===== config.mk =====
export PLATFORM = sky130hd
export DESIGN_NAME = ddft_chain
export DESIGN_NICKNAME = d
export VERILOG_FILES = /design/src/rtl/ddft_pkg.sv /design/src/rtl/ddft_cell.sv /design/src/rtl/ddft_chain.sv
export SDC_FILE = /design/constraint.sdc
export NUM_CORES = 2
export LEC_CHECK = 0
export ABC_AREA = 1
export BUFFER_PORTS_ARGS = -buffer_cell sky130_fd_sc_hd__buf_2
export CAP_MARGIN = 15
export CORE_MARGIN = 4
export CORE_UTILIZATION = 35
export DETAILED_ROUTE_END_ITERATION = 6
export MAX_ROUTING_LAYER = met4
export SLEW_MARGIN = 20
export SYNTH_ARGS = -nofsm -noshare
export SYNTH_HDL_FRONTEND = slang
export SYNTH_SLANG_ARGS = --single-unit

===== constraint.sdc =====
create_clock -name clk -period 1.5 [get_ports clk]
set_clock_uncertainty 0.15 [all_clocks]
set_input_delay 0.375 -clock clk [delete_from_list [all_inputs] [get_ports clk]]
set_output_delay 0.375 -clock clk [all_outputs]
set_load 0.05 [all_outputs]

===== src/rtl/ddft_pkg.sv =====
`default_nettype none
// ----------------------------------------------------------------------------
// ddft_pkg : shared types and constants of the direct DFT block
// Sizes, the sample and control types, the sequencer states and the Q1.15
// twiddle table, which is built once at elaboration.
// ----------------------------------------------------------------------------
package ddft_pkg;

  // Frame length; the inverse scaling is an arithmetic shift, so keep it a
  // power of two
  localparam int POINTS = 64;
  localparam int IDX_W  = (POINTS > 1) ? $clog2(POINTS) : 1;
  localparam int CNT_W  = $clog2(POINTS + 1);

  localparam int DATA_W = 32;
  localparam int TW_W   = 16;
  localparam int PROD_W = DATA_W + TW_W;
  localparam int PAIR_W = PROD_W + 1;
  localparam int ACC_W  = PAIR_W + IDX_W;
  localparam int FRAC_W = 15;

  localparam longint PI4_Q30 = 64'sd843314857;
  localparam longint ONE_Q30 = 64'sd1073741824;

  typedef struct packed {
    logic signed [DATA_W-1:0] re;
    logic signed [DATA_W-1:0] im;
  } cplx_t;

  // Ring control: shift the chain, feed it from its head, or feed zeros
  typedef struct packed {
    logic en;
    logic rotate;
    logic zero;
  } shift_t;

  // One product term issued to the multiply-accumulate pipeline
  typedef struct packed {
    logic             valid;
    logic             first;
    logic             last;
    logic             bin_last;
    logic [IDX_W-1:0] p;
  } term_t;

  typedef enum logic [1:0] {
    ST_LOAD,
    ST_PAD,
    ST_COMPUTE
  } state_t;

  typedef logic [2*TW_W-1:0] tw_rom_t [POINTS];

  // Build cos and sin of 2*pi*p/POINTS: first-octant Taylor series in Q30,
  // rounded to Q1.15, unfolded by octant symmetry. Entry is {cos, sin}.
  function automatic tw_rom_t tw_build();
    tw_rom_t rom;
    int      r8;
    int      oct;
    longint  rem, x, x2, x3, x4, x5, x6, x7, x8;
    longint  s0, c0, s, c;
    for (int p = 0; p < POINTS; p++) begin
      r8  = 8 * p;
      oct = (r8 / POINTS) % 8;
      rem = longint'(r8 % POINTS);
      if ((oct % 2) == 1) begin
        rem = longint'(POINTS) - rem;
      end
      x  = (PI4_Q30 * rem + longint'(POINTS / 2)) / POINTS;
      x2 = (x * x) >>> 30;
      x3 = (x2 * x) >>> 30;
      x4 = (x3 * x) >>> 30;
      x5 = (x4 * x) >>> 30;
      x6 = (x5 * x) >>> 30;
      x7 = (x6 * x) >>> 30;
      x8 = (x7 * x) >>> 30;
      s0 = (x - x3 / 6 + x5 / 120 - x7 / 5040 + 16384) >>> 15;
      c0 = (ONE_Q30 - x2 / 2 + x4 / 24 - x6 / 720 + x8 / 40320 + 16384) >>> 15;
      if (s0 > 32767) begin
        s0 = 32767;
      end
      if (c0 > 32767) begin
        c0 = 32767;
      end
      case (oct)
        0:       begin s = s0;  c = c0;  end
        1:       begin s = c0;  c = s0;  end
        2:       begin s = c0;  c = -s0; end
        3:       begin s = s0;  c = -c0; end
        4:       begin s = -s0; c = -c0; end
        5:       begin s = -c0; c = -s0; end
        6:       begin s = -c0; c = s0;  end
        default: begin s = -s0; c = c0;  end
      endcase
      rom[p] = {c[TW_W-1:0], s[TW_W-1:0]};
    end
    return rom;
  endfunction

  localparam tw_rom_t TW_ROM = tw_build();

endpackage
`default_nettype wire


===== src/rtl/ddft_cell.sv =====
`default_nettype none
// ----------------------------------------------------------------------------
// ddft_cell : one element of the frame ring
// Holds one complex sample and takes its neighbour's value on each shift.
// ----------------------------------------------------------------------------
module ddft_cell (
  input  wire                  clk,
  input  wire                  en,
  input  wire ddft_pkg::cplx_t d,
  output ddft_pkg::cplx_t      q
);
  import ddft_pkg::*;

  cplx_t val_r;

  // Take the neighbour's sample on a shift, hold otherwise
  always_ff @(posedge clk) begin
    if (en) begin
      val_r <= d;
    end
  end

  assign q = val_r;

endmodule
`default_nettype wire


===== src/rtl/ddft_chain.sv =====
`default_nettype none
// ----------------------------------------------------------------------------
// ddft_chain : ring of sample cells
// Samples enter at the tail and move one cell towards the head per shift.
// While computing, the head feeds back to the tail so the frame circulates.
// ----------------------------------------------------------------------------
module ddft_chain (
  input  wire                   clk,
  input  wire ddft_pkg::shift_t shift,
  input  wire ddft_pkg::cplx_t  sample,
  output ddft_pkg::cplx_t       head
);
  import ddft_pkg::*;

  cplx_t link [POINTS+1];

  // Pick the tail input: circulate, pad with zero, or load a new beat
  always_comb begin
    if (shift.rotate) begin
      link[POINTS] = link[0];
    end else if (shift.zero) begin
      link[POINTS] = '0;
    end else begin
      link[POINTS] = sample;
    end
  end

  for (genvar i = 0; i < POINTS; i++) begin : g_cell
    ddft_cell u_cell (
      .clk (clk),
      .en  (shift.en),
      .d   (link[i+1]),
      .q   (link[i])
    );
  end

  assign head = link[0];

endmodule
`default_nettype wire


Word level (Yosys, flattened, before mapping)
Index checks and enable logic that the tools add are counted.
{ "op_classes": {"muxes": 2} }
{ "op_table": {"columns": ["operator", "count"], "rows": [
  ["$mux 64", 2]
]} }
{ "totals": {"input_bits": 68, "wordCells": 130, "register_bits": 4096} }

Longest topological paths before layout
{ "logic_depth": {"ltp_word": 2, "depth_mapped": 4, "mapped_depth_nobuf": 3} }

Cells and area by module
A second synthesis with hierarchy kept.
{ "unflattened": {"hier_cells": 4302, "area_unflattened_um2": 123812.5} }
{ "modules_own_cells": {"columns": ["mod", "seq_area_each_um2", "instances", "area_per_inst_um2", "cells_each"], "rows": [
  ["ddft_cell", 1921.8, 64, 1921.8, 64],
  ["ddft_chain", 0.0, 1, 814.5, 206]
]} }

Worst setup path before layout
No wires, ideal clock.
{ "synth_path": {"kind": "flip-flop to flip-flop", "startpoint": "register g_cell[0].u_cell.val_r (netlist bit g_cell[0].u_cell.q[0])", "endpoint": "register g_cell[63].u_cell.val_r (netlist bit g_cell[63].u_cell.q[0]), data pin", "arrival_time_ns": 0.773, "stages_incl_launch_ff": 3, "slack_ns": 0.324, "n_path_buf": 0, "synth_period_minus_slack_ns": 1.176, "path_cell_list": "edfxtp_1 -> nand2_1 -> nand2_1"} }
{ "synth_rtl": {"columns": ["element", "line_no", "source"], "rows": [
  ["from (decl)", "ddft_cell.sv:14", "cplx_t val_r;"],
  ["from (signal assigned)", "ddft_cell.sv:19", "val_r <= d;"],
  ["to (signal assigned)", "ddft_cell.sv:19", null],
  ["to (decl)", "ddft_cell.sv:14", null]
]} }

Worst setup path after layout
{ "layout_path": {"startpoint": "register g_cell[0].u_cell.val_r (netlist bit g_cell[0].u_cell.q[26])", "endpoint": "output head[26] (netlist bit)"} }
{ "layout_rtl": {"columns": ["element", "line_no", "source"], "rows": [
  ["to (decl)", "ddft_chain.sv:11", "output ddft_pkg::cplx_t head"]
]} }
No word-level cell between the ends.

==> flow_summary.yaml <==
outcome:
  status: "finished, violations left"
  violations: "setup timing"
die:
  ios: 132
  core-area_sq_um: 352000
  rows: 218
  die_y_um: 603
  initial_core_util_pct: 35.1
  die_w_um: 603
  die-area_sq_um: 363000
synthesis:
  yosys-top-cells-area: "edfxtp_1, nand2_1, buf_4, buf_2, nor2_4"
  synth_most_common_cell: "edfxtp_1"
  synth_enable_flop_cells: 4096
  yosys-top-cells-count: "edfxtp_1, nand2_1, buf_4, buf_2, nor2_4"
  ys_types: 5
  synth_area_sq_um: 124000
  synth_nets: 4370
  synth_ff_type: "edfxtp_1"
  synth_warnings: 0
  synth_top_area_share_pct: 99.3
  async_reset_ff_share_pct: 0
  ys_seq_area_share_pct: 99.3
  synth_top_area_cell: "edfxtp_1"
  synth_seq_cells: 4096
  syn_area_per_cell_sq_um: 28.8
  synthCells: 4302
clock_tree:
  htreeDepth: 5
  cts_tree: "done"
  clk_pin_slew_ps: 60
  cts_buffer_depth: 4
  numClockSinks: 4096
  cts-root-buf: "clkbuf_16"
  cts_buffers: 384
  clk_latency_ps: 910
worst_setup_path:
  cp-start-kind: "flop"
  required_ps: 970
  worstSetupPathDepth: 1
  cp_max_fo: 2
  crit_path_cell_trace: "buf_6"
  worstRegToRegCells: 5
  crit_path_max_incr_delay_ps: 520
  cp_slowest_cell: "edfxtp_1"
  cp_data_arrival_time_ps: 1630
  end_kind: "output pin"
  cpLargestDelayFamily: "flip-flops"
  rr_startpoint: "g_cell[0].u_cell.q[50]$_DFFE_PP_"
  critical_path_class: "reg2out"
  startpoint: "g_cell[0].u_cell.q[26]$_DFFE_PP_"
  cp_num_buf_inv: 1
routing:
  antenna_left: 0
  vias: 42500
  drt-initial-drc-count: 3801
  drt_pass1_iterations: 5
  drt-wirelength-per-cell_um: 16.2
  routed_wl_mm: 166
  drc: 0
  via_per_inst: 4.14
cells_and_area:
  ff_latch_area_sq_um: 123000
  multi_input_area_sq_um: 732
  fin_cells: 10300
  largest_reg_flops: 4096
  post_route_cells_drive_above_1_share_pct: 18.0
  n_fill_cell: 29700
  area_growth_pct: 19.5
  fin_nets: 5296
power:
  powerDensity_nw_per_um2: 1580
  pwr-share-comb_pct: 1.8
  intPower_w: 0.189
  switching_share_pct: 19.4
  pwr-share-clk_pct: 40.4
  seqPwrFrac_pct: 57.8
  leakage_nw: 49.8
  ir_worst_vdd_mv: 0.986
  p_sw_w: 0.0453
grt:
  grt-ovfl-total: 0
  antenna_found_initial: 9
  grt_max_degree: 70
  track_usage_pct: 9.08
  first_global_vias: 43300
  grt_pass1_wl_mm: 257
place:
  dp_cells: 9422
  hpwl_mm: 81.5
  gp_congestion: 0.704
  io_buffers: 131
  dpl_worst_slack_ps: -381
worst_hold_path:
  hold_depth: 4
  hold_class: "in2reg"
  min_from: "shift[1]"
sta:
  setup_ws_ps: -655
  tightest_slew_ps: 471
  drv_slew: 0
  min_period_ps: 2160
  fin_crit_sh_pct: 144
  rsz0062_at_grt: "yes"
  slew_headroom_pct: 68.6
  setup_viol: 64
  fmax_mhz: 464
  hold_viol: 0
job:
  drv_cap: 0
metrics by stage:
step                      power (W)  util, %  TNS [ps]  hold WS, ps  area, sq um
after floorplan               0.137        -         0          250       124000
after global placement        0.141     38.0   -951080          250       134000
after detailed placement      0.141     38.0   -974370          255       134000
after CTS                     0.238     41.9    -43140       0.0456       148000
after global routing          0.244     42.0    -41270         34.2       148000
final                         0.234     42.0    -34930         80.2       148000
cell type report:
type / count / area share (%)
Sequential cell: 4096 / 83.1
Clock buffer: 462 / 6.75
Timing Repair Buffer: 553 / 4.01
Tap cell: 4730 / 4.00
Clock inverter: 235 / 1.64
Multi-Input combinational cell: 193 / 0.495
Antenna cell: 1 / 0.00169
metal layers:
metal  vias up  track usage, %  share of wire [%]
met5         -               -                  0
met4         0            3.15                2.9
li1      19300               -                  -
met1     22000            13.4                 49
met2       743            12.5                 43
met3       365            1.90                4.5
cells by family after synthesis:
kind of cell	count (synthesis)	synth area share, %
buffers and inverters	13	0.0667
AND/OR/NAND/NOR	193	0.591
flip-flops	4096	99.3
placed cells by master (no fill, tap or decap), drive strengths merged:
cell	n
edfxtp	4096
clkbuf	464
buf	461
nand2	192
clkinv	175
dlygate4sd3	89
bufinv	37
clkinvlp	17
inv	6
diode	1
nor2	1
dlymetal6s4s	1
worst reg2reg max path: cells and delay by family (launching register included):
kind | cells | cell delay (ps)
simple gates | 2 | 130
flops | 1 | 430
buf+inv | 3 | 420
path summary, 6_finish.rpt:
| check | end | slack [ps] |
|---|---|---|
| max | head[26] | -660 |
| min | g_cell[63].u_cell.q[56]$_DFFE_PP_ | 80 |
| max reg2reg | g_cell[63].u_cell.q[50]$_DFFE_PP_ | 120 |
| min reg2reg | g_cell[46].u_cell.q[48]$_DFFE_PP_ | 220 |
timing repair:
| action | in CTS | in global routing |
|---|---|---|
| gates cloned | 0 | 2 |
| setup buffers | 36 | 22 |
| hold endpoints to repair | 344 | 5 |
| gates resized for setup | 126 | 4 |
| hold buffers | 93 | 1 |
| pin swaps | 0 | 0 |
| setup endpoints to repair | 64 | 226 |
power by group through the flow:
stage | registers (W) | logic (W) | clock network (W)
2_1_floorplan | 0.137 | 0.000156 | 0
3_3_place_gp | 0.138 | 0.00379 | 0
3_5_place_dp | 0.137 | 0.00398 | 0
4_1_cts | 0.135 | 0.00432 | 0.0983
5_1_grt | 0.136 | 0.00468 | 0.103
6_report | 0.135 | 0.00431 | 0.0945
(Power assumes the default switching activity.)
